## config.mk

```make
export PLATFORM = sky130hd
export DESIGN_NAME = gf2m_arith_unit_core
export DESIGN_NICKNAME = d
export VERILOG_FILES = /design/src/gf2m_pkg.sv /design/src/gf2m_dp.sv /design/src/gf2m_ctrl.sv /design/src/gf2m_arith_unit_core.sv
export SDC_FILE = /design/constraint.sdc
export NUM_CORES = 2
export LEC_CHECK = 0
export BUFFER_PORTS_ARGS = -buffer_cell sky130_fd_sc_hd__buf_2
export CORE_ASPECT_RATIO = 1.25
export CORE_MARGIN = 2
export CORE_UTILIZATION = 50
export DETAILED_ROUTE_END_ITERATION = 7
export PLACE_DENSITY = 0.76
export SYNTH_ARGS = -nofsm -noshare
export SYNTH_HDL_FRONTEND = slang
export SYNTH_SLANG_ARGS = --single-unit
```

## constraint.sdc

```tcl
create_clock -name clk_i -period 5.6 [get_ports clk_i]
set_clock_uncertainty 0.2 [all_clocks]
set_input_delay 1.12 -clock clk_i [delete_from_list [all_inputs] [get_ports clk_i]]
set_output_delay 1.12 -clock clk_i [all_outputs]
set_load 0.005 [all_outputs]
```

## src/gf2m_pkg.sv

```systemverilog
// gf2m_pkg: shared types and constants of the gf(2^m) arithmetic unit
`default_nettype none

package gf2m_pkg;

  localparam int unsigned GF_PORT_W  = 64;
  localparam int unsigned GF_EXP_W   = 31;
  localparam int unsigned GF_DIGIT_W = 8;

  typedef enum logic [1:0] {
    KIND_ADD = 2'd0,
    KIND_MUL = 2'd1,
    KIND_POW = 2'd2
  } kind_e;

  typedef struct packed {
    logic load;
    logic round_start;
    logic step;
    logic update;
    logic out_load;
  } cmd_t;

  typedef struct packed {
    logic exp_zero;
  } sts_t;

endpackage

`default_nettype wire

```

## src/gf2m_dp.sv

```systemverilog
// gf2m_dp: operand registers, polynomial register and two digit-serial multipliers
`default_nettype none

module gf2m_dp
  import gf2m_pkg::*;
#(
  parameter int unsigned DEGREE = 63
) (
  input  wire logic                 clk_i,
  input  wire logic                 rst_ni,
  input  wire logic                 cfg_we_i,
  input  wire logic [GF_PORT_W-1:0] cfg_wdata_i,
  input  wire logic [1:0]           kind_i,
  input  wire logic [GF_PORT_W-1:0] operand_a_i,
  input  wire logic [GF_PORT_W-1:0] operand_b_i,
  input  wire logic [GF_EXP_W-1:0]  exponent_i,
  input  wire cmd_t                 cmd_i,
  output sts_t                      sts_o,
  output logic [GF_PORT_W-1:0]      value_o
);

  localparam int unsigned NDIG = (DEGREE + GF_DIGIT_W - 1) / GF_DIGIT_W;
  localparam int unsigned BW   = NDIG * GF_DIGIT_W;

  logic [DEGREE-1:0]   poly_q;
  logic [DEGREE-1:0]   res_q, res_d;
  logic [DEGREE-1:0]   base_q, base_d;
  logic [GF_EXP_W-1:0] exp_q, exp_d;
  logic [DEGREE-1:0]   acc0_q, acc0_d;
  logic [DEGREE-1:0]   acc1_q, acc1_d;
  logic [BW-1:0]       sr0_q, sr0_d;
  logic [BW-1:0]       sr1_q, sr1_d;
  logic [DEGREE-1:0]   value_q;
  logic [DEGREE-1:0]   a_m, b_m;

  // one digit of a msb-first carry-less multiply with reduction
  function automatic logic [DEGREE-1:0] mul_step(
    input logic [DEGREE-1:0]     acc,
    input logic [DEGREE-1:0]     mcand,
    input logic [GF_DIGIT_W-1:0] digit,
    input logic [DEGREE-1:0]     poly
  );
    logic [DEGREE-1:0] r;
    logic              top;
    r = acc;
    for (int j = GF_DIGIT_W - 1; j >= 0; j--) begin
      top = r[DEGREE-1];
      r   = {r[DEGREE-2:0], 1'b0};
      if (top) begin
        r = r ^ poly;
      end
      if (digit[j]) begin
        r = r ^ mcand;
      end
    end
    return r;
  endfunction

  assign a_m = operand_a_i[DEGREE-1:0];
  assign b_m = operand_b_i[DEGREE-1:0];

  always_comb begin
    res_d  = res_q;
    base_d = base_q;
    exp_d  = exp_q;
    acc0_d = acc0_q;
    acc1_d = acc1_q;
    sr0_d  = sr0_q;
    sr1_d  = sr1_q;
    if (cmd_i.load) begin
      base_d = a_m;
      case (kind_e'(kind_i))
        KIND_ADD: begin
          res_d = a_m ^ b_m;
          exp_d = '0;
        end
        KIND_MUL: begin
          res_d = b_m;
          exp_d = GF_EXP_W'(1);
        end
        KIND_POW: begin
          res_d = DEGREE'(1);
          exp_d = exponent_i;
        end
        default: begin
          res_d = '0;
          exp_d = '0;
        end
      endcase
    end
    if (cmd_i.round_start) begin
      acc0_d = '0;
      acc1_d = '0;
      sr0_d  = BW'(res_q);
      sr1_d  = BW'(base_q);
    end
    if (cmd_i.step) begin
      acc0_d = mul_step(acc0_q, base_q, sr0_q[BW-1 -: GF_DIGIT_W], poly_q);
      acc1_d = mul_step(acc1_q, base_q, sr1_q[BW-1 -: GF_DIGIT_W], poly_q);
      sr0_d  = sr0_q << GF_DIGIT_W;
      sr1_d  = sr1_q << GF_DIGIT_W;
    end
    if (cmd_i.update) begin
      base_d = acc1_q;
      if (exp_q[0]) begin
        res_d = acc0_q;
      end
      exp_d = exp_q >> 1;
    end
  end

  always_ff @(posedge clk_i or negedge rst_ni) begin
    if (!rst_ni) begin
      poly_q <= DEGREE'(3);
    end else if (cfg_we_i) begin
      poly_q <= cfg_wdata_i[DEGREE-1:0];
    end
  end

  always_ff @(posedge clk_i) begin
    res_q  <= res_d;
    base_q <= base_d;
    exp_q  <= exp_d;
    acc0_q <= acc0_d;
    acc1_q <= acc1_d;
    sr0_q  <= sr0_d;
    sr1_q  <= sr1_d;
    if (cmd_i.out_load) begin
      value_q <= res_q;
    end
  end

  assign sts_o.exp_zero = (exp_q == '0);
  assign value_o        = GF_PORT_W'(value_q);

endmodule

`default_nettype wire

```

## src/gf2m_ctrl.sv

```systemverilog
// gf2m_ctrl: sequencer for load, multiply rounds and result hand-off
`default_nettype none

module gf2m_ctrl
  import gf2m_pkg::*;
#(
  parameter int unsigned NUM_DIGITS = 8
) (
  input  wire logic clk_i,
  input  wire logic rst_ni,
  input  wire logic in_valid_i,
  output logic      in_stall_o,
  output logic      out_valid_o,
  input  wire logic out_stall_i,
  input  wire sts_t sts_i,
  output cmd_t      cmd_o
);

  localparam int unsigned CNT_W = (NUM_DIGITS > 1) ? $clog2(NUM_DIGITS) : 1;
  localparam logic [CNT_W-1:0] CNT_LAST = CNT_W'(NUM_DIGITS - 1);

  localparam logic [2:0] S_IDLE   = 3'd0;
  localparam logic [2:0] S_CHECK  = 3'd1;
  localparam logic [2:0] S_RUN    = 3'd2;
  localparam logic [2:0] S_UPDATE = 3'd3;
  localparam logic [2:0] S_FINISH = 3'd4;

  logic [2:0]       state_q, state_d;
  logic [CNT_W-1:0] cnt_q, cnt_d;
  logic             out_valid_q, out_valid_d;

  always_comb begin
    state_d     = state_q;
    cnt_d       = cnt_q;
    out_valid_d = out_valid_q & out_stall_i;
    cmd_o       = '0;
    case (state_q)
      S_IDLE: begin
        if (in_valid_i) begin
          cmd_o.load = 1'b1;
          state_d    = S_CHECK;
        end
      end
      S_CHECK: begin
        if (sts_i.exp_zero) begin
          state_d = S_FINISH;
        end else begin
          cmd_o.round_start = 1'b1;
          cnt_d             = CNT_LAST;
          state_d           = S_RUN;
        end
      end
      S_RUN: begin
        cmd_o.step = 1'b1;
        if (cnt_q == '0) begin
          state_d = S_UPDATE;
        end else begin
          cnt_d = cnt_q - 1'b1;
        end
      end
      S_UPDATE: begin
        cmd_o.update = 1'b1;
        state_d      = S_CHECK;
      end
      S_FINISH: begin
        if (!out_valid_q || !out_stall_i) begin
          cmd_o.out_load = 1'b1;
          out_valid_d    = 1'b1;
          state_d        = S_IDLE;
        end
      end
      default: begin
        state_d = S_IDLE;
      end
    endcase
  end

  always_ff @(posedge clk_i or negedge rst_ni) begin
    if (!rst_ni) begin
      state_q     <= S_IDLE;
      cnt_q       <= '0;
      out_valid_q <= 1'b0;
    end else begin
      state_q     <= state_d;
      cnt_q       <= cnt_d;
      out_valid_q <= out_valid_d;
    end
  end

  assign in_stall_o  = (state_q != S_IDLE);
  assign out_valid_o = out_valid_q;

  // a pending result is never overwritten
  a_no_overwrite: assert property (@(posedge clk_i) disable iff (!rst_ni)
    cmd_o.out_load |-> (!out_valid_q || !out_stall_i))
    else $error("pending result overwritten");

  // multiply rounds only run with exponent bits left
  a_run_nonzero_exp: assert property (@(posedge clk_i) disable iff (!rst_ni)
    (state_q == S_RUN) |-> !sts_i.exp_zero)
    else $error("round running with zero exponent");

  // last digit always leads to the update
  a_last_digit: assert property (@(posedge clk_i) disable iff (!rst_ni)
    (state_q == S_RUN && cnt_q == '0) |=> (state_q == S_UPDATE))
    else $error("round did not end after last digit");

  // a new result only appears out of the finish state
  a_valid_source: assert property (@(posedge clk_i) disable iff (!rst_ni)
    $rose(out_valid_q) |-> ($past(state_q) == S_FINISH))
    else $error("result valid without finish");

endmodule

`default_nettype wire

```

## src/gf2m_arith_unit_core.sv

```systemverilog
// gf2m_arith_unit_core: top level of the gf(2^DEGREE) add, multiply and power unit
//
// input channel: in_valid_i / in_stall_o carry kind_i, operand_a_i, operand_b_i and
// exponent_i; a transaction happens when valid is high and stall is low. output
// channel: out_valid_o / out_stall_i carry value_o, one result per input transaction.
// cfg_we_i writes cfg_wdata_i into the low-terms register of the reduction polynomial.
// one transaction is processed at a time. add and the unused kind skip the rounds and pass
// from the check step straight to the finish step. multiply takes one round, power one
// round per exponent bit up to the highest set bit; a round starts, then steps the two
// 8-bit digit-serial multipliers (square and multiply run side by side) through
// ceil(DEGREE/8) digits and ends with an update of result, base and exponent. the next
// transaction is accepted only after the result is loaded and the control is back in
// idle. reset clears the control and out_valid_o, loads the low terms with 3 and leaves
// the output value register unchanged. a stalled result holds in the output register;
// the next transaction is accepted meanwhile and waits in the finish step until
// it drains.
`default_nettype none

module gf2m_arith_unit_core
  import gf2m_pkg::*;
#(
  parameter int unsigned DEGREE = 63
) (
  input  wire logic                 clk_i,
  input  wire logic                 rst_ni,
  input  wire logic                 cfg_we_i,
  input  wire logic [GF_PORT_W-1:0] cfg_wdata_i,
  input  wire logic                 in_valid_i,
  output logic                      in_stall_o,
  input  wire logic [1:0]           kind_i,
  input  wire logic [GF_PORT_W-1:0] operand_a_i,
  input  wire logic [GF_PORT_W-1:0] operand_b_i,
  input  wire logic [GF_EXP_W-1:0]  exponent_i,
  output logic                      out_valid_o,
  input  wire logic                 out_stall_i,
  output logic [GF_PORT_W-1:0]      value_o
);

  localparam int unsigned NDIG = (DEGREE + GF_DIGIT_W - 1) / GF_DIGIT_W;

  cmd_t cmd;
  sts_t sts;

  gf2m_ctrl #(
    .NUM_DIGITS(NDIG)
  ) u_ctrl (
    .clk_i      (clk_i),
    .rst_ni     (rst_ni),
    .in_valid_i (in_valid_i),
    .in_stall_o (in_stall_o),
    .out_valid_o(out_valid_o),
    .out_stall_i(out_stall_i),
    .sts_i      (sts),
    .cmd_o      (cmd)
  );

  gf2m_dp #(
    .DEGREE(DEGREE)
  ) u_dp (
    .clk_i      (clk_i),
    .rst_ni     (rst_ni),
    .cfg_we_i   (cfg_we_i),
    .cfg_wdata_i(cfg_wdata_i),
    .kind_i     (kind_i),
    .operand_a_i(operand_a_i),
    .operand_b_i(operand_b_i),
    .exponent_i (exponent_i),
    .cmd_i      (cmd),
    .sts_o      (sts),
    .value_o    (value_o)
  );

endmodule

`default_nettype wire
```

==> results.md <==
- Clock buffer depth: 3
- Reg clk slew, reported paths: 80 ps
- Synth Register Bits: 544
- Final hold vios: 0
- Synth Area in Simple Gates: 20.5%
- Mux contribution to synthesized area: 2.62%
- RSZ-0062 raised after global routing: no
- Initial antenna violation count: 9
- Core area: 101,000 um2
- Critical Path End: u_dp.acc0_q[51]
- Data required time of the worst path: 5760 ps
- Clk sinks: 544
- Netlist cell types: 70
- Commonest non-fill, non-tap cell in the layout: nand2_1
- Minimum clock period: 5070 ps
- I/O pins: 296
- Post-Synth XOR/XNOR Area: 35.6%
- First-pass detailed-route iteration total: 7
- Post-Syn Instances: 6,323
- Worst Path Max Fanout: 33
- Top FF cell, synth: edfxtp_1
- Share of cells above drive strength 1: 9.73%
- Count of pins over their slew limit: 0
- Gates resized, CTS repair: 0
- CTS tree: done
- Crit path DAT: 5230 ps
- Reg2reg start: u_dp.base_q[60]
- Postcts setup bufs: 0
- CP max stage delay: 1020 ps
- Port bufs: 291
- First-pass GRT wire length: 244,000 um
- Full die area: 104,000 um2
- Worst-path cell chain: nand2_1 > xnor2_1 > xnor2_1 > xnor3_1 > xnor2_1 > o22ai_1 > o21ai_4 > buf_12 > nand3_1 > xnor2_1 > xnor2_1 > and3_1 > nor3_1
- Critical Path Stages: 13
- Main combinational cell family by area after synthesis: XOR/XNOR gates
- Vias in the first global route: 42,500
- Crit Path Category: flip-flop to flip-flop
- Multi-input gate area: 33,300 um2
- R2R depth: 13
- Share of the yosys chip area belonging to registers: 29.9%
- Routability Congestion: 0.909
- Period utilization: 90.6%
- Number of synthesized flops with an enable pin: 394
- Post-synthesis compound-gate area fraction: 6.32%
- Die H: 361 um
- DRT antenna net count: 0
- Slowest cell on crit path: o21ai_4
- Final net count: 6,393
- FF+latch area: 15,200 um2
- Setup violations, final: 0
- Worst-Skew Late Latency: 660 ps
- Post-synthesis async set-or-reset flop share: 12.9%
- CP most frequent cell: xnor2_1
- DRC: 0
- Post-synthesis adder-cell area fraction: 0.148%
- Dpl hpwl: 106,000 um
- Vias: 43,800
- Worst Setup SP: u_dp.base_q[60]
- Most frequent cells in the layout: nand2_1, xnor2_1, edfxtp_1
- CP delay by family, top: XOR/XNOR gates
- Syn Nets: 6,559
- Syn Area/Cell: 8.05 um2
- FF-to-FF End: u_dp.acc0_q[51]
- Synth area leaders: xnor2_1, edfxtp_1, nand2_1
- Grt total ovfl: 0
- Num CTS Buffers: 59
- Max-cap violations: 0
- WHS Path Cells: 0
- Initial DRC count: 5,127
- P&R area growth vs syn: 7.40%
- Vias per cell: 5.82
- Global-route usage over all layers: 29.9%
- Relative slew slack: 14.2%
- H-tree depth: 2
- R2R setup slack: 530 ps
- CP Capture Type: flip-flop
- Hold Buf Count CTS: 0
- Total wire length: 160,000 um
- Yosys top cell area share: 25.2%
- YS warnings: 0
- Worst path buffer plus inverter count: 1
- Setup_tns: 0 ps
- Largest net degree at the start of global routing: 127
- Largest area contributor in the netlist: xnor2_1
- Rows: 130
- Root buf cell: clkbuf_16
- Startpoint types: flip-flop
- Maximum clock frequency: 197 MHz
- Initial Utilization: 50.5%
- WL/cell: 21.2 um
- HP Class: flip-flop to flip-flop
- Synthesized cell area: 50,900 um2
- Slew @ Worst Pin: 1280 ps
- Die width: 289 um
- Fill cells: 8,948
- Status: completed
## worst min path at each step
stage	startpoint	end	slack (ps)
floorplan	u_dp.res_q[0]	u_dp.value_q[0]	230
global placement	u_dp.res_q[52]	u_dp.value_q[52]	240
detailed placement	u_dp.res_q[62]	u_dp.value_q[62]	250
CTS	u_dp.res_q[62]	u_dp.value_q[62]	260
global route	u_dp.res_q[52]	u_dp.value_q[52]	280
finish	u_dp.res_q[52]	u_dp.value_q[52]	270
## sequential cells by signal, summed over array words and instances, names as in the netlist
register            cells
u_dp.acc1_q            63
u_dp.exp_q             31
u_dp.sr1_q             64
u_ctrl.out_valid_o      1
u_dp.res_q             63
u_dp.sr0_q             64
u_dp.value_q           63
u_ctrl.cnt_q            3
u_dp.poly_q            63
u_dp.base_q            63
u_ctrl.state_q          3
u_dp.acc0_q            63
## worst reg2reg max path, stage by stage, from the launching register on
cell	delay, ps
edfxtp_1	880
nand2_1	140
xnor2_1	180
xnor2_1	240
xnor3_1	480
xnor2_1	310
o22ai_1	200
o21ai_4	1020
buf_12	320
nand3_1	140
xnor2_1	270
xnor2_1	170
and3_1	170
nor3_1	50
## cell usage after synthesis, drive strengths merged, types with 63 or more instances
library cell  count
a21oi           143
xnor3            79
buf             149
nor3             63
nand2          2229
a22o            172
dfrtp            68
nor2            144
dfxtp            80
a22oi            63
xor2            367
xnor2          1470
nand3           110
clkbuf          466
edfxtp          394
mux2             65
## through the flow
step                      setup WS [ps]  hold WS [ps]  instances  instance area (um2)  utilization, %
after CTS                           603           265       7527                54600            54.2
after detailed placement            658           248       7416                52500            52.2
after floorplan                     692           230       6323                50900               -
final                               528           267       7534                54600            54.3
after global placement              778           239       7416                52500            52.2
after global routing                430           276       7528                54600            54.2
## kinds of logic after synthesis
| logic type | count (synthesis) |
|---|---|
| flops | 544 |
| fa+ha+maj | 6 |
| simple gates | 2645 |
| mux | 125 |
| other cells | 1 |
| compound gates | 453 |
| buf+inv | 628 |
| xor+xnor | 1921 |
## final cells by class
class / count / area share, %
inverter: 13 / 0.0893
clock buffer: 80 / 3.17
sequential: 544 / 27.8
antenna: 7 / 0.0321
multi-input combinational: 5151 / 61.0
clock inverter: 31 / 0.616
timing repair buffer: 388 / 4.24
tap: 1320 / 3.02
## routing by layer
metal	global-route usage, %	wire, um	vias to the layer above
met5	0	62	-
met4	17.8	9870	10
met3	5.03	16500	579
met2	49.0	74300	2618
met1	36.7	58800	20900
li1	-	-	19700
Power is not shown: default switching activity piles up to over one toggle a cycle in this logic, so the estimate is an artifact.
